--- src/hdl/vertex_triple_dedup_indexer_top_defines.svh ---
// Assertion macros for the vertex triple dedup indexer.
// Included by the top-level RTL file, which carries the concurrent checks; no other dependencies.
`ifndef VERTEX_TRIPLE_DEDUP_INDEXER_TOP_DEFINES_SVH
`define VERTEX_TRIPLE_DEDUP_INDEXER_TOP_DEFINES_SVH
`ifndef SYNTHESIS
`define VTDI_ASSERT_IMPLIES(label, clk, rst, ante, cons) \
   label: assert property (@(posedge clk) disable iff (rst) (ante) |-> (cons)) \
      else $error("vtdi check failed");
`define VTDI_ASSERT_NEXT(label, clk, rst, ante, cons) \
   label: assert property (@(posedge clk) disable iff (rst) (ante) |=> (cons)) \
      else $error("vtdi check failed");
`else
`define VTDI_ASSERT_IMPLIES(label, clk, rst, ante, cons)
`define VTDI_ASSERT_NEXT(label, clk, rst, ante, cons)
`endif
`endif

--- src/hdl/vtdi_pkg.sv ---
// Shared types and constants of the vertex triple dedup indexer.
// No dependencies.
package vtdi_pkg;

   localparam int FIELD_BITS     = 16;
   localparam int CSR_DATA_BITS  = 16;
   localparam int CSR_INDEX_BITS = 2;
   localparam int OUT_INDEX_BITS = 10;
   localparam int STATUS_BITS    = 3;

   localparam logic [CSR_INDEX_BITS-1:0] REG_VERTEX_COUNT   = 2'd0;
   localparam logic [CSR_INDEX_BITS-1:0] REG_TEXCOORD_COUNT = 2'd1;
   localparam logic [CSR_INDEX_BITS-1:0] REG_NORMAL_COUNT   = 2'd2;

   localparam logic [STATUS_BITS-1:0] ST_OK     = 3'd0;
   localparam logic [STATUS_BITS-1:0] ST_VERTEX = 3'd1;
   localparam logic [STATUS_BITS-1:0] ST_TEX    = 3'd2;
   localparam logic [STATUS_BITS-1:0] ST_NORM   = 3'd3;
   localparam logic [STATUS_BITS-1:0] ST_FULL   = 3'd4;

   typedef struct packed {
      logic [FIELD_BITS-1:0] pos_index;
      logic [FIELD_BITS-1:0] tex_index;
      logic [FIELD_BITS-1:0] norm_index;
   } req_type;

   typedef struct packed {
      logic [OUT_INDEX_BITS-1:0] out_index;
      logic                      is_new;
      logic [STATUS_BITS-1:0]    status;
   } rsp_type;

endpackage

--- src/hdl/vtdi_check.sv ---
// Index range check and key formation for one corner word.
// Depends on vtdi_pkg.
module vtdi_check
   import vtdi_pkg::*;
#(
   parameter int KEY_FIELD_BITS = 16
) (
   input  req_type                         req_word,
   input  logic [FIELD_BITS-1:0]           vertex_count,
   input  logic [FIELD_BITS-1:0]           texcoord_count,
   input  logic [FIELD_BITS-1:0]           normal_count,
   output logic [3*KEY_FIELD_BITS-1:0]     key,
   output logic [STATUS_BITS-1:0]          status
);

   localparam logic [FIELD_BITS-1:0] FIELD_MASK =
      FIELD_BITS'((33'd1 << KEY_FIELD_BITS) - 33'd1);

   logic [FIELD_BITS-1:0] pos_m;
   logic [FIELD_BITS-1:0] tex_m;
   logic [FIELD_BITS-1:0] norm_m;

   assign pos_m  = req_word.pos_index & FIELD_MASK;
   assign tex_m  = req_word.tex_index & FIELD_MASK;
   assign norm_m = req_word.norm_index & FIELD_MASK;

   assign key = {norm_m[KEY_FIELD_BITS-1:0], tex_m[KEY_FIELD_BITS-1:0],
                 pos_m[KEY_FIELD_BITS-1:0]};

   always_comb begin
      if (pos_m == '0 || pos_m > vertex_count) begin
         status = ST_VERTEX;
      end else if (tex_m > texcoord_count) begin
         status = ST_TEX;
      end else if (norm_m > normal_count) begin
         status = ST_NORM;
      end else begin
         status = ST_OK;
      end
   end

endmodule

--- config.mk ---
export PLATFORM = sky130hd
export DESIGN_NAME = vtdi_check
export DESIGN_NICKNAME = d
export VERILOG_FILES = /design/src/hdl/vertex_triple_dedup_indexer_top_defines.svh /design/src/hdl/vtdi_pkg.sv /design/src/hdl/vtdi_check.sv
export SDC_FILE = /design/constraint.sdc
export NUM_CORES = 1
export LEC_CHECK = 0
export ABC_AREA = 1
export BUFFER_PORTS_ARGS = -buffer_cell sky130_fd_sc_hd__buf_2
export CORE_MARGIN = 5
export CORE_UTILIZATION = 30
export DETAILED_ROUTE_END_ITERATION = 10
export PLACE_DENSITY = 0.74
export RECOVER_POWER = 25
export SYNTH_ARGS = -nofsm -noshare
export SYNTH_HDL_FRONTEND = slang
export SYNTH_SLANG_ARGS = --single-unit
--- constraint.sdc ---
create_clock -name vclk -period 2.1
set_input_delay 0.42 -clock vclk [all_inputs]
set_output_delay 0.42 -clock vclk [all_outputs]
set_load 0.05 [all_outputs]
==> results.sh <==
export IMPL_synth_top_family_by_area="buffers and inverters"
export IMPL_hpwlAfterDp_mm=4.59
export IMPL_via_per_inst=4.29
export IMPL_grt_first_pass_wirelength_mm=7.82
export IMPL_slew_violations=0
export IMPL_synth_area_top_cells="ha_1 (35%), buf_4 (21%), inv_1 (13%), nand2_1 (11%), a21oi_1 (5.8%)"
export IMPL_dp_slack_ns=-0.157
export IMPL_syn_area_sq_um=1740
export IMPL_ys_types=20
export IMPL_vias=1982
export IMPL_fin_ws_ns=-0.0172
export IMPL_arrival_ns=1.70
export IMPL_fmax_ghz=0.472
export IMPL_peakVddDrop_mv=0.198
export IMPL_synthesis_nets=422
export IMPL_die_w_um=86.1
export IMPL_leakage_nw=1.59
export IMPL_min_path_type="input port to output pin"
export IMPL_drt_initial_drc_count=23
export IMPL_std_cell_rows=27
export IMPL_violations="setup timing"
export IMPL_status="complete, but fails checks"
export IMPL_io_buffers=146
export IMPL_cp_start_kind="input port"
export IMPL_antenna_found_initial=0
export IMPL_final_net_count=536
export IMPL_ios=147
export IMPL_avgRoutedWirePerCell_um=12.0
export IMPL_finalSetupViolations=1
export IMPL_ff_latch_area_sq_um=0
export IMPL_hold_path_depth=2
export IMPL_drc=0
export IMPL_synth_simple_area_share=0.215
export IMPL_overflow=0
export IMPL_seq_cell_count=0
export IMPL_worst_pin_slew_ns=0.607
export IMPL_synth_adder_area_share=0.345
export IMPL_grt_max_degree=4
export IMPL_fp_dieArea_sq_um=7420
export IMPL_synth_xor_area_frac=0
export IMPL_tns_ns=-0.0172
export IMPL_total_power_uw=763
export IMPL_end_kind="output pin"
export IMPL_dp_cells=460
export IMPL_cp_startpoint="req_word[13]"
export IMPL_synth_compound_area_frac=0.0899
export IMPL_layout_drive_gt1_share=0.569
export IMPL_syn2layout_area_growth_pct=61.4
export IMPL_routabilityCongestion=0.759
export IMPL_required_ns=1.68
export IMPL_fp_dieH_um=86.1
export IMPL_fin_util=0.504
export IMPL_final_area_sq_um=2810
export IMPL_wl_mm=5.56
export IMPL_critPathCapture="status[1]"
export IMPL_path_cells="buf_2 > ha_1 > nand2_2 > nor2_4 > buf_4 > a21oi_2 > nand2_2 > nand2_1 > nand2_1 > inv_2 > nor2_4 > buf_6"
export IMPL_synth_top_cell_area_share=0.345
export IMPL_min_period_over_period=1.01
export IMPL_rsz0062_at_grt="yes"
export IMPL_crit_slowest_cell="ha_1"
export IMPL_critical_path_max_fanout=2
export IMPL_crit_type="input port to output pin"
export IMPL_period_needed_ns=2.12
export IMPL_postCtsHoldBufs=0
export IMPL_synth_mux_area_frac=0
export IMPL_placed_cell_area_sq_um=2290
export IMPL_avgSynthCellArea_sq_um=6.26
export IMPL_grt_util_all_layers=0.123
export IMPL_fin_hold_ws_ns=1.15
export IMPL_antenna_cells=0
export IMPL_nClkBuffers=0
export IMPL_antenna_left=0
export IMPL_yosysSeqAreaShare=0
export IMPL_yosys_warnings=0
export IMPL_grt_pass1_vias=1958
export IMPL_yosysTopAreaCell="ha_1"
export IMPL_drv_cap=0
export IMPL_core_sq_um=5570
export IMPL_syn_inst=278
export IMPL_powerDensity_nw_per_um2=272
export IMPL_first_pass_iters=4
export IMPL_slowest_delay_ns=0.32
export IMPL_hold_viol_final=0
export IMPL_slew_headroom=0.597
export IMPL_start_util=0.312
export IMPL_finalNonFillerCells=462
[report_power, final]
part	total, mW	switching, mW	internal (mW)	leakage (nW)
clock network	0	0	0	0
logic	0.763	0.459	0.304	1.59
registers	0	0	0	0
[cell type report]
type / count / area, sq um
repair buffers: 161 / 958
well taps: 72 / 90.1
fillers: 567 / 2770
inverters: 63 / 239
multi-input cells: 166 / 1520
[per-layer routing]
metal / wire, um / GRT usage / vias to the layer above
met5: 0 / 0 / -
met4: 0 / 0 / 0
met2: 3330 / 0.278 / 68
li1: - / - / 1041
met3: 388 / 0.00961 / 0
met1: 1840 / 0.124 / 873
[cells in the mapped netlist]
cell / instances
inv_1: 59
nor3_2: 1
nand3_1: 4
or2_4: 1
nand4_1: 6
ha_1: 48
o21ai_1: 1
o21a_2: 1
nor2_2: 3
o21bai_1: 1
a21o_1: 2
nand2_1: 50
conb_1: 1
nand2_2: 2
nor2_1: 21
inv_2: 3
buf_4: 49
o21ai_0: 4
a21oi_1: 20
clkinv_1: 1
[critical path, delay by kind of cell]
| family | cells | cell delay, ns |
|---|---|---|
| simple gates | 6 | 0.36 |
| compound gates | 1 | 0.15 |
| fa+ha+maj | 1 | 0.32 |
| buf+inv | 4 | 0.44 |
[repair_timing]
item,4_1_cts,5_1_grt
pin swaps,27,23
cloned,0,0
resized for setup,48,48
endpoints found under the setup margin,2,2
setup buffers,1,1
[cells by family (layout without fill, tap and decap cells)]
logic type               after synthesis  count (layout)
adder cells (fa/ha/maj)               48              48
buffers and inverters                112             224
other                                  1               1
AND/OR/NAND/NOR                       88              88
AO/OA/AOI/OAI                         29              29
[worst min-delay path by stage]
stage / from / endpoint / slack [ns]
5_1_grt: req_word[47] / key[15] / 1.15
3_3_place_gp: req_word[16] / key[16] / 1.15
4_1_cts: req_word[24] / key[24] / 1.14
3_5_place_dp: req_word[24] / key[24] / 1.15
6_report: req_word[47] / key[15] / 1.15
2_1_floorplan: req_word[32] / key[0] / 1.01
[layout by cell type (no fill, tap or decap), types with 2 or more instances in the layout]
| cell | count |
|---|---|
| buf_6 | 19 |
| nand4_1 | 6 |
| buf_2 | 115 |
| nand2_2 | 13 |
| nand2_1 | 38 |
| ha_1 | 24 |
| nand3_2 | 2 |
| nor2_4 | 3 |
| a21o_1 | 2 |
| o21ai_1 | 2 |
| inv_1 | 44 |
| a21oi_1 | 17 |
| nor2_2 | 4 |
| buf_4 | 15 |
| ha_4 | 24 |
| inv_2 | 17 |
| o21ai_0 | 2 |
| nor2_1 | 17 |
| a21oi_2 | 3 |
| clkbuf_1 | 11 |
| nand3_1 | 2 |
Power figures use the tool's default switching activity.
